## config.mk

```make
export PLATFORM = sky130hd
export DESIGN_NAME = signed_int64_to_decimal_ascii
export DESIGN_NICKNAME = d
export VERILOG_FILES = /design/src/design/s64dec_pkg.sv /design/src/design/s64dec_front.sv /design/src/design/s64dec_fifo.sv /design/src/design/s64dec_back.sv /design/src/design/signed_int64_to_decimal_ascii.sv
export SDC_FILE = /design/constraint.sdc
export NUM_CORES = 2
export LEC_CHECK = 0
export ABC_AREA = 1
export ABC_CLOCK_PERIOD_IN_PS = 23200
export BUFFER_PORTS_ARGS = -buffer_cell sky130_fd_sc_hd__buf_2
export CAP_MARGIN = 15
export CORE_MARGIN = 2
export CORE_UTILIZATION = 55
export CTS_CLUSTER_DIAMETER = 120
export DETAILED_ROUTE_END_ITERATION = 6
export PLACE_DENSITY = 0.78
export SYNTH_ARGS = -nofsm -noshare
export SYNTH_HDL_FRONTEND = slang
export SYNTH_SLANG_ARGS = --single-unit
```

## constraint.sdc

```tcl
create_clock -name i_clk -period 23.2 [get_ports i_clk]
set_clock_uncertainty 0.2 [all_clocks]
set_input_delay 3.48 -clock i_clk [delete_from_list [all_inputs] [get_ports i_clk]]
set_output_delay 3.48 -clock i_clk [all_outputs]
set_load 0.02 [all_outputs]
```

## src/design/s64dec_pkg.sv

```systemverilog
// Shared types, constants and helpers for the signed 64-bit to decimal text block.
// No dependencies; every other design file imports this package.
package s64dec_pkg;

    // Field widths
    localparam int NUM_W   = 64;
    localparam int CAP_W   = 8;
    localparam int LEN_W   = 5;
    localparam int CHAR_W  = 8;
    localparam int DIGITS  = 20;
    localparam int BCD_W   = DIGITS * 4;

    // Conversion: shift-add-3, CONV_BITS input bits per cycle
    localparam int CONV_BITS  = 8;
    localparam int CONV_STEPS = NUM_W / CONV_BITS;
    localparam int STEP_W     = $clog2(CONV_STEPS);

    // Defaults
    localparam int              FIFO_DEPTH_DEF = 2;
    localparam logic [CAP_W-1:0] CAP_RESET     = 8'd32;
    localparam logic [CAP_W-1:0] MIN_NEG_ROOM  = 8'd2;

    // Characters and status codes
    localparam logic [CHAR_W-1:0] CHAR_NONE  = 8'h00;
    localparam logic [CHAR_W-1:0] CHAR_ZERO  = 8'h30;
    localparam logic [CHAR_W-1:0] CHAR_MINUS = 8'h2D;
    localparam logic              STATUS_OK   = 1'b0;
    localparam logic              STATUS_FULL = 1'b1;

    // One queued item: sign and magnitude
    typedef struct packed {
        logic             neg;
        logic [NUM_W-1:0] mag;
    } t_item;

    // Converter sequencer
    typedef enum logic [1:0] {
        CV_IDLE,
        CV_RUN,
        CV_DONE
    } t_cv_state;

    // One shift-add-3 step: correct every digit, then shift in the next bit
    function automatic logic [BCD_W-1:0] dd_step(input logic [BCD_W-1:0] bcd,
                                                 input logic             b);
        logic [BCD_W-1:0] fix;
        fix = bcd;
        for (int d = 0; d < DIGITS; d++) begin
            if (fix[d*4 +: 4] >= 4'd5) begin
                fix[d*4 +: 4] = fix[d*4 +: 4] + 4'd3;
            end
        end
        return {fix[BCD_W-2:0], b};
    endfunction

endpackage

```

## src/design/s64dec_front.sv

```systemverilog
// Front stage: takes input beats, splits sign from magnitude, registers them.
// Depends on s64dec_pkg.
module s64dec_front import s64dec_pkg::*; (
    input  logic                    i_clk,
    input  logic                    i_rst_n,
    input  logic                    i_in_valid,
    output logic                    o_in_ready,
    input  logic signed [NUM_W-1:0] i_number,
    output logic                    o_push_valid,
    input  logic                    i_push_ready,
    output t_item                   o_item
);

    logic  r_valid;
    t_item r_item;
    t_item n_item;
    logic  take;

    // Holding register frees up as soon as the queue takes it
    assign o_in_ready   = !r_valid || i_push_ready;
    assign take         = i_in_valid && o_in_ready;
    assign o_push_valid = r_valid;
    assign o_item       = r_item;

    // Sign and magnitude; the most negative value wraps to 2^63 unsigned
    always_comb begin
        n_item.neg = i_number[NUM_W-1];
        n_item.mag = n_item.neg ? (NUM_W'(0) - $unsigned(i_number)) : $unsigned(i_number);
    end

    always_ff @(posedge i_clk) begin
        if (!i_rst_n) begin
            r_valid <= 1'b0;
        end else if (take) begin
            r_valid <= 1'b1;
        end else if (i_push_ready) begin
            r_valid <= 1'b0;
        end
    end

    always_ff @(posedge i_clk) begin
        if (take) begin
            r_item <= n_item;
        end
    end

endmodule

```

## src/design/s64dec_fifo.sv

```systemverilog
// Short queue between front and back stages.
// Depends on s64dec_pkg (item type).
module s64dec_fifo import s64dec_pkg::*; #(
    parameter int DEPTH = FIFO_DEPTH_DEF
) (
    input  logic  i_clk,
    input  logic  i_rst_n,
    input  logic  i_push_valid,
    output logic  o_push_ready,
    input  t_item i_push_item,
    output logic  o_pop_valid,
    input  logic  i_pop_ready,
    output t_item o_pop_item
);

    localparam int PTR_W = (DEPTH > 1) ? $clog2(DEPTH) : 1;
    localparam int CNT_W = $clog2(DEPTH + 1);

    t_item            r_mem [DEPTH];
    logic [PTR_W-1:0] r_wr_ptr;
    logic [PTR_W-1:0] r_rd_ptr;
    logic [CNT_W-1:0] r_count;
    logic             push;
    logic             pop;

    assign o_push_ready = (r_count != CNT_W'(DEPTH));
    assign o_pop_valid  = (r_count != '0);
    assign push         = i_push_valid && o_push_ready;
    assign pop          = o_pop_valid && i_pop_ready;
    assign o_pop_item   = r_mem[r_rd_ptr];

    // Pointers and fill count
    always_ff @(posedge i_clk) begin
        if (!i_rst_n) begin
            r_wr_ptr <= '0;
            r_rd_ptr <= '0;
            r_count  <= '0;
        end else begin
            if (push) begin
                r_wr_ptr <= (r_wr_ptr == PTR_W'(DEPTH - 1)) ? '0 : r_wr_ptr + 1'b1;
            end
            if (pop) begin
                r_rd_ptr <= (r_rd_ptr == PTR_W'(DEPTH - 1)) ? '0 : r_rd_ptr + 1'b1;
            end
            if (push && !pop) begin
                r_count <= r_count + 1'b1;
            end else if (pop && !push) begin
                r_count <= r_count - 1'b1;
            end
        end
    end

    // Storage
    always_ff @(posedge i_clk) begin
        if (push) begin
            r_mem[r_wr_ptr] <= i_push_item;
        end
    end

endmodule

```

## src/design/s64dec_back.sv

```systemverilog
// Back stage: binary to BCD converter, capacity check, character emitter, output register.
// Depends on s64dec_pkg.
module s64dec_back import s64dec_pkg::*; (
    input  logic              i_clk,
    input  logic              i_rst_n,
    input  logic              i_q_valid,
    output logic              o_q_ready,
    input  t_item             i_q_item,
    input  logic [CAP_W-1:0]  i_capacity,
    output logic              o_out_valid,
    input  logic              i_out_ready,
    output logic [CHAR_W-1:0] o_character,
    output logic              o_is_last,
    output logic              o_status,
    output logic [LEN_W-1:0]  o_text_length
);

    // Converter
    t_cv_state         r_cv_state;
    t_cv_state         n_cv_state;
    logic [STEP_W-1:0] r_cv_step;
    logic [NUM_W-1:0]  r_cv_bin;
    logic [BCD_W-1:0]  r_cv_bcd;
    logic              r_cv_neg;
    logic [NUM_W-1:0]  n_cv_bin;
    logic [BCD_W-1:0]  n_cv_bcd;
    logic              cv_take;

    // Hand-over figures
    logic [LEN_W-1:0]  nd;
    logic [LEN_W-1:0]  shift;
    logic              fail;

    // Emitter
    logic              r_em_busy;
    logic              r_em_fail;
    logic              r_em_sign;
    logic [BCD_W-1:0]  r_em_digits;
    logic [LEN_W-1:0]  r_em_left;
    logic [LEN_W-1:0]  r_em_total;
    logic              em_fire;
    logic              em_end;

    // Beat under construction
    logic [CHAR_W-1:0] beat_char;
    logic              beat_last;
    logic              beat_status;
    logic [LEN_W-1:0]  beat_len;

    // Output register
    logic              r_out_valid;
    logic [CHAR_W-1:0] r_out_char;
    logic              r_out_last;
    logic              r_out_status;
    logic [LEN_W-1:0]  r_out_len;
    logic              out_load;

    // Converter sequencer
    always_comb begin
        n_cv_state = r_cv_state;
        o_q_ready  = 1'b0;
        cv_take    = 1'b0;
        case (r_cv_state)
            CV_IDLE: begin
                o_q_ready = 1'b1;
                if (i_q_valid) begin
                    n_cv_state = CV_RUN;
                end
            end
            CV_RUN: begin
                if (r_cv_step == STEP_W'(CONV_STEPS - 1)) begin
                    n_cv_state = CV_DONE;
                end
            end
            CV_DONE: begin
                if (!r_em_busy) begin
                    cv_take    = 1'b1;
                    n_cv_state = CV_IDLE;
                end
            end
            default: n_cv_state = CV_IDLE;
        endcase
    end

    always_ff @(posedge i_clk) begin
        if (!i_rst_n) begin
            r_cv_state <= CV_IDLE;
        end else begin
            r_cv_state <= n_cv_state;
        end
    end

    // CONV_BITS shift-add-3 steps per cycle, MSB first
    always_comb begin
        n_cv_bcd = r_cv_bcd;
        n_cv_bin = r_cv_bin;
        for (int s = 0; s < CONV_BITS; s++) begin
            n_cv_bcd = dd_step(n_cv_bcd, n_cv_bin[NUM_W-1]);
            n_cv_bin = {n_cv_bin[NUM_W-2:0], 1'b0};
        end
    end

    always_ff @(posedge i_clk) begin
        if (r_cv_state == CV_IDLE) begin
            r_cv_bin  <= i_q_item.mag;
            r_cv_bcd  <= '0;
            r_cv_neg  <= i_q_item.neg;
            r_cv_step <= '0;
        end else if (r_cv_state == CV_RUN) begin
            r_cv_bin  <= n_cv_bin;
            r_cv_bcd  <= n_cv_bcd;
            r_cv_step <= r_cv_step + 1'b1;
        end
    end

    // Digit count: highest non-zero digit, at least one
    always_comb begin
        nd = LEN_W'(1);
        for (int d = 1; d < DIGITS; d++) begin
            if (r_cv_bcd[d*4 +: 4] != 4'd0) begin
                nd = LEN_W'(d + 1);
            end
        end
        shift = LEN_W'(DIGITS) - nd;
    end

    // Room check; a sign takes one byte and needs two in all
    always_comb begin
        if (r_cv_neg) begin
            fail = (i_capacity < MIN_NEG_ROOM)
                || ((i_capacity - 8'd1) < {{(CAP_W-LEN_W){1'b0}}, nd});
        end else begin
            fail = i_capacity < {{(CAP_W-LEN_W){1'b0}}, nd};
        end
    end

    // Emitter beat
    assign out_load = !r_out_valid || i_out_ready;
    assign em_fire  = r_em_busy && out_load;
    assign em_end   = r_em_fail || (!r_em_sign && (r_em_left == LEN_W'(1)));

    always_comb begin
        if (r_em_fail) begin
            beat_char   = CHAR_NONE;
            beat_last   = 1'b1;
            beat_status = STATUS_FULL;
            beat_len    = '0;
        end else if (r_em_sign) begin
            beat_char   = CHAR_MINUS;
            beat_last   = 1'b0;
            beat_status = STATUS_OK;
            beat_len    = r_em_total;
        end else begin
            beat_char   = CHAR_ZERO + {4'b0000, r_em_digits[BCD_W-1 -: 4]};
            beat_last   = (r_em_left == LEN_W'(1));
            beat_status = STATUS_OK;
            beat_len    = r_em_total;
        end
    end

    always_ff @(posedge i_clk) begin
        if (!i_rst_n) begin
            r_em_busy <= 1'b0;
        end else if (cv_take) begin
            r_em_busy <= 1'b1;
        end else if (em_fire && em_end) begin
            r_em_busy <= 1'b0;
        end
    end

    // Digits are aligned so the leading one sits at the top nibble
    always_ff @(posedge i_clk) begin
        if (cv_take) begin
            r_em_fail   <= fail;
            r_em_sign   <= r_cv_neg;
            r_em_digits <= r_cv_bcd << {shift, 2'b00};
            r_em_left   <= nd;
            r_em_total  <= nd + LEN_W'(r_cv_neg);
        end else if (em_fire) begin
            if (r_em_sign) begin
                r_em_sign <= 1'b0;
            end else begin
                r_em_digits <= {r_em_digits[BCD_W-5:0], 4'b0000};
                r_em_left   <= r_em_left - 1'b1;
            end
        end
    end

    // Output register
    always_ff @(posedge i_clk) begin
        if (!i_rst_n) begin
            r_out_valid <= 1'b0;
        end else if (out_load) begin
            r_out_valid <= r_em_busy;
        end
    end

    always_ff @(posedge i_clk) begin
        if (em_fire) begin
            r_out_char   <= beat_char;
            r_out_last   <= beat_last;
            r_out_status <= beat_status;
            r_out_len    <= beat_len;
        end
    end

    assign o_out_valid   = r_out_valid;
    assign o_character   = r_out_char;
    assign o_is_last     = r_out_last;
    assign o_status      = r_out_status;
    assign o_text_length = r_out_len;

endmodule

```

## src/design/signed_int64_to_decimal_ascii.sv

```systemverilog
// Signed 64-bit to decimal text converter: top level, capacity register, checks.
// Depends on s64dec_pkg, s64dec_front, s64dec_fifo and s64dec_back.
//
// Usage:
//   Input channel (i_in_valid/o_in_ready, i_number) takes one signed value per beat.
//   Output channel (o_out_valid/i_out_ready) gives one character per beat: '-' first
//   for a negative value, then the digits most significant first; o_text_length
//   carries the full length on every beat and o_is_last marks the final one.
//   If the text does not fit i_cfg_data bytes of room, one beat with o_status high,
//   character 0 and length 0 is given instead.
//   Config channel (i_cfg_valid/o_cfg_ready) writes the capacity; it is always ready
//   and is to be written only while no conversion is in flight.
//   Converter and emitter: the converter loads a value, runs 8 steps of 8-bit
//   shift-add-3 and hands over; the emitter gives one character per cycle while the
//   output register can load, and the two overlap.
//   The queue holds two values by default, so the input stays ready while results drain until it fills.
//   Reset (synchronous, active low) empties every stage and sets capacity to 32.
//   A stalled receiver holds the output register; the emitter, converter, queue
//   and front stage then fill in turn before o_in_ready drops.
module signed_int64_to_decimal_ascii import s64dec_pkg::*; #(
    parameter int FIFO_DEPTH = FIFO_DEPTH_DEF
) (
    input  logic                    i_clk,
    input  logic                    i_rst_n,
    input  logic                    i_in_valid,
    output logic                    o_in_ready,
    input  logic signed [NUM_W-1:0] i_number,
    output logic                    o_out_valid,
    input  logic                    i_out_ready,
    output logic [CHAR_W-1:0]       o_character,
    output logic                    o_is_last,
    output logic                    o_status,
    output logic [LEN_W-1:0]        o_text_length,
    input  logic                    i_cfg_valid,
    output logic                    o_cfg_ready,
    input  logic [CAP_W-1:0]        i_cfg_data
);

    logic [CAP_W-1:0] r_capacity;
    logic             push_valid;
    logic             push_ready;
    t_item            push_item;
    logic             pop_valid;
    logic             pop_ready;
    t_item            pop_item;

    // Capacity register
    assign o_cfg_ready = 1'b1;

    always_ff @(posedge i_clk) begin
        if (!i_rst_n) begin
            r_capacity <= CAP_RESET;
        end else if (i_cfg_valid) begin
            r_capacity <= i_cfg_data;
        end
    end

    s64dec_front u_front (
        .i_clk        (i_clk),
        .i_rst_n      (i_rst_n),
        .i_in_valid   (i_in_valid),
        .o_in_ready   (o_in_ready),
        .i_number     (i_number),
        .o_push_valid (push_valid),
        .i_push_ready (push_ready),
        .o_item       (push_item)
    );

    s64dec_fifo #(
        .DEPTH (FIFO_DEPTH)
    ) u_fifo (
        .i_clk        (i_clk),
        .i_rst_n      (i_rst_n),
        .i_push_valid (push_valid),
        .o_push_ready (push_ready),
        .i_push_item  (push_item),
        .o_pop_valid  (pop_valid),
        .i_pop_ready  (pop_ready),
        .o_pop_item   (pop_item)
    );

    s64dec_back u_back (
        .i_clk         (i_clk),
        .i_rst_n       (i_rst_n),
        .i_q_valid     (pop_valid),
        .o_q_ready     (pop_ready),
        .i_q_item      (pop_item),
        .i_capacity    (r_capacity),
        .o_out_valid   (o_out_valid),
        .i_out_ready   (i_out_ready),
        .o_character   (o_character),
        .o_is_last     (o_is_last),
        .o_status      (o_status),
        .o_text_length (o_text_length)
    );

    // A failure beat stands alone and carries no text
    a_fail_beat: assert property (@(posedge i_clk) disable iff (!i_rst_n)
        (o_out_valid && (o_status == STATUS_FULL))
        |-> (o_is_last && (o_text_length == '0) && (o_character == CHAR_NONE)))
        else $error("failure beat carries text");

    // Text beats carry a length of one to twenty and a sign or digit character
    a_text_beat: assert property (@(posedge i_clk) disable iff (!i_rst_n)
        (o_out_valid && (o_status == STATUS_OK))
        |-> ((o_text_length != '0) && (o_text_length <= LEN_W'(DIGITS))
             && ((o_character == CHAR_MINUS)
                 || ((o_character >= CHAR_ZERO) && (o_character <= CHAR_ZERO + 8'd9)))))
        else $error("malformed text beat");

    // A minus sign is never the last beat
    a_sign_not_last: assert property (@(posedge i_clk) disable iff (!i_rst_n)
        (o_out_valid && (o_status == STATUS_OK) && (o_character == CHAR_MINUS))
        |-> !o_is_last)
        else $error("sign given as last beat");

    // Capacity only moves on a config beat
    a_cap_hold: assert property (@(posedge i_clk) disable iff (!i_rst_n)
        !i_cfg_valid |=> $stable(r_capacity))
        else $error("capacity changed without a config beat");

endmodule

```

==> flow_summary.yaml <==
clock_network:
  cts_resized: 0
  cts_htree_levels: 2
  cts_buffers: 50
  postCtsSetupBuffers: 0
  clk_path_buf_depth: 3
  cts_tree: "done"
  clk_pin_slew_ns: 0.06
  root_buffer: "clkbuf_16"
  worstSkewPairLatency_ns: 0.63
  holdBufCountCts: 0
  cts.sinks: 466
timing:
  fmax_mhz: 146
  period_needed_ns: 6.83
  grt_setup_unrepaired: "no"
  hold_viol: 0
  relSlewSlack_pct: 21.1
  post-route-period-util_pct: 29.5
  final.setup.tns_ns: 0
  worst_pin_slew_ns: 1.18
  final_max_slew_viol_count: 0
  setup_viol: 0
floorplan:
  die_w_um: 271
  die_y_um: 271
  coreArea_um2: 71100
  start_util_pct: 55.3
  dieArea_um2: 73600
  num_rows: 98
  ios: 95
global_route:
  grt_pass1_wl_mm: 154
  top_usage_layer: "met2"
  grt_start_max_net_pins: 86
  globalRouteMet3Util_pct: 3.04
  met2_usage_pct: 43.6
  grtUsageMet1_pct: 30.8
  grt_usage_pct: 24.5
  gr-total-overflow: 0
  antenna_found_initial: 2
  grt_pass1_vias: 33200
final_layout:
  multi_input_area_um2: 23100
  mostFrequentLayoutCells: "nand2_1, inv_1, nand3_1, o21ai_0, edfxtp_1"
  nets: 5783
  antenna_cells: 0
  synthToLayoutAreaGrowth_pct: 7.53
  drive_gt1_share_pct: 14.4
  fillers: 6411
  seq_area_um2: 13000
  mostFrequentLayoutCell: "nand2_1"
hold_path:
  hp-class: "flip-flop to flip-flop"
place:
  routabilityCongestion: 0.923
  post-dp-hpwl_mm: 67.8
  io_buffers: 91
synthesis:
  yosysSeqAreaShare_pct: 33.0
  synthesis.area_um2: 39300
  syn_inst: 5489
  synth_area_leader_cell: "edfxtp_1"
  yosysWarnings: 0
  synth_top_area_share_pct: 27.9
  synth_flop_cell: "edfxtp_1"
  synth-seq-cells: 466
  syn_avg_cell_area_um2: 7.16
  synth_cell_types: 65
  synth-edff-count: 365
  synthArstFlopShare_pct: 0
  synth.area.top_cells: "edfxtp_1, nand2_1, inv_1, ha_1, nand3_1"
status:
  outcome: "finished clean"
drt:
  wl_per_cell_um: 14.1
  viasPerCell: 5.50
  dr.first_iter.drc_count: 2954
  finalWirelength_mm: 92.0
  num_vias: 35800
  postRouteAntennaNets: 0
  remaining_drc_errors: 0
  drt-pass1-iter-count: 6
critical_path:
  required_ns: 23.37
  end_kind: "flip-flop"
  crit_type: "input port to flip-flop"
  crit_path_max_fanout: 4
  setup.worst_path.start_class: "input port"
  cp.arrival_ns: 7.01
job:
  cap_viol_max_count: 0
## metal layers
metal  up-vias  wire length (um)
li1      18400                 -
met3       165              5280
met2       924             44300
met5         -                25
met4         4              2510
met1     16300             39900
## layout make-up
cell class	instances	share of cell area, %
sequential	466	30.7
timing repair buffer	115	1.50
clock buffer	59	3.09
inverter	721	6.41
tap	950	2.81
multi-input combinational	4170	54.7
clock inverter	32	0.723
## Yosys cell counts (33+ instances only)
cell type  instances
a21oi_1           89
dfxtp_1          101
nand3_1          434
nand3_2          150
clkbuf_1         117
a21o_1            52
inv_2             50
edfxtp_1         365
xnor2_1           34
nand2_2          204
nand4_1          190
and2_1            66
nand2_1         1638
nor2_1           274
xor2_1            43
o21ai_0          395
and2_4            33
inv_1            667
ha_1             182
o21ai_2           61
nand2_4           47
## stage by stage
step	util (%)	cell area [um2]	cells	setup WS [ns]	hold WS, ns
floorplan	-	39300	5490	12.73	0.221
global placement	57.1	40600	6422	15.76	0.221
detailed placement	57.1	40600	6422	15.67	0.229
CTS	59.4	42300	6513	16.34	0.243
global route	59.4	42300	6513	15.55	0.252
finish	59.4	42300	6513	16.37	0.245
## final timing paths
check	from	end	slack (ns)	depth (start not counted)
worst max register to register	u_back.r_cv_bcd[72]$_SDFFE_PP0P_	u_back.r_cv_bcd[78]$_SDFFE_PP0P_	16.45	58
worst min register to register	u_front.o_item[10]$_DFFE_PP_	u_fifo.r_mem[1][10]$_DFFE_PP_	0.25	0
worst max-delay path	i_number[1]	u_front.o_item[51]$_DFFE_PP_	16.37	22
worst min-delay path	u_front.o_item[10]$_DFFE_PP_	u_fifo.r_mem[1][10]$_DFFE_PP_	0.25	0
## cell families after synthesis
kind of cell / share of synthesized area [%]
xor+xnor: 1.99
flops: 33.0
mux: 0.306
other cells: 0.0191
buf+inv: 8.27
simple gates: 38.8
fa+ha+maj: 5.80
compound gates: 11.8
## flip-flops by register name, summed over array words and instances (netlist names), named ones only
signal / count
r_capacity: 8
u_back.o_character: 6
u_back.o_is_last: 1
u_back.o_out_valid: 1
u_back.o_status: 1
u_back.o_text_length: 5
u_back.r_cv_bcd: 80
u_back.r_cv_bin: 64
u_back.r_cv_neg: 1
u_back.r_cv_state: 2
u_back.r_cv_step: 3
u_back.r_em_busy: 1
u_back.r_em_digits: 80
u_back.r_em_fail: 1
u_back.r_em_left: 5
u_back.r_em_sign: 1
u_back.r_em_total: 5
u_fifo.r_count: 2
u_fifo.r_mem: 130
u_fifo.r_rd_ptr: 1
u_fifo.r_wr_ptr: 1
u_front.o_item: 65
u_front.o_push_valid: 1
## worst max-delay path, cell delays in order
cell and delay, ns:
buf_2 0.11, nor3_1 0.25, nand2_1 0.14, nor3_1 0.23
nand2_1 0.11, nor3_1 0.28, nand3_1 0.18, inv_1 0.09
nand2_1 0.08, inv_1 0.08, nand4_1 0.11, nor3_1 0.22
inv_1 0.08, nor2_1 0.12, nand2_1 0.12, nor3_1 0.22
inv_1 0.14, nor2_1 0.22, inv_1 0.08, o21ai_0 0.32
o21ai_0 0.18, xor2_1 0.17
Power is not shown: default switching activity piles up to over one toggle a cycle in this logic, so the estimate is an artifact.
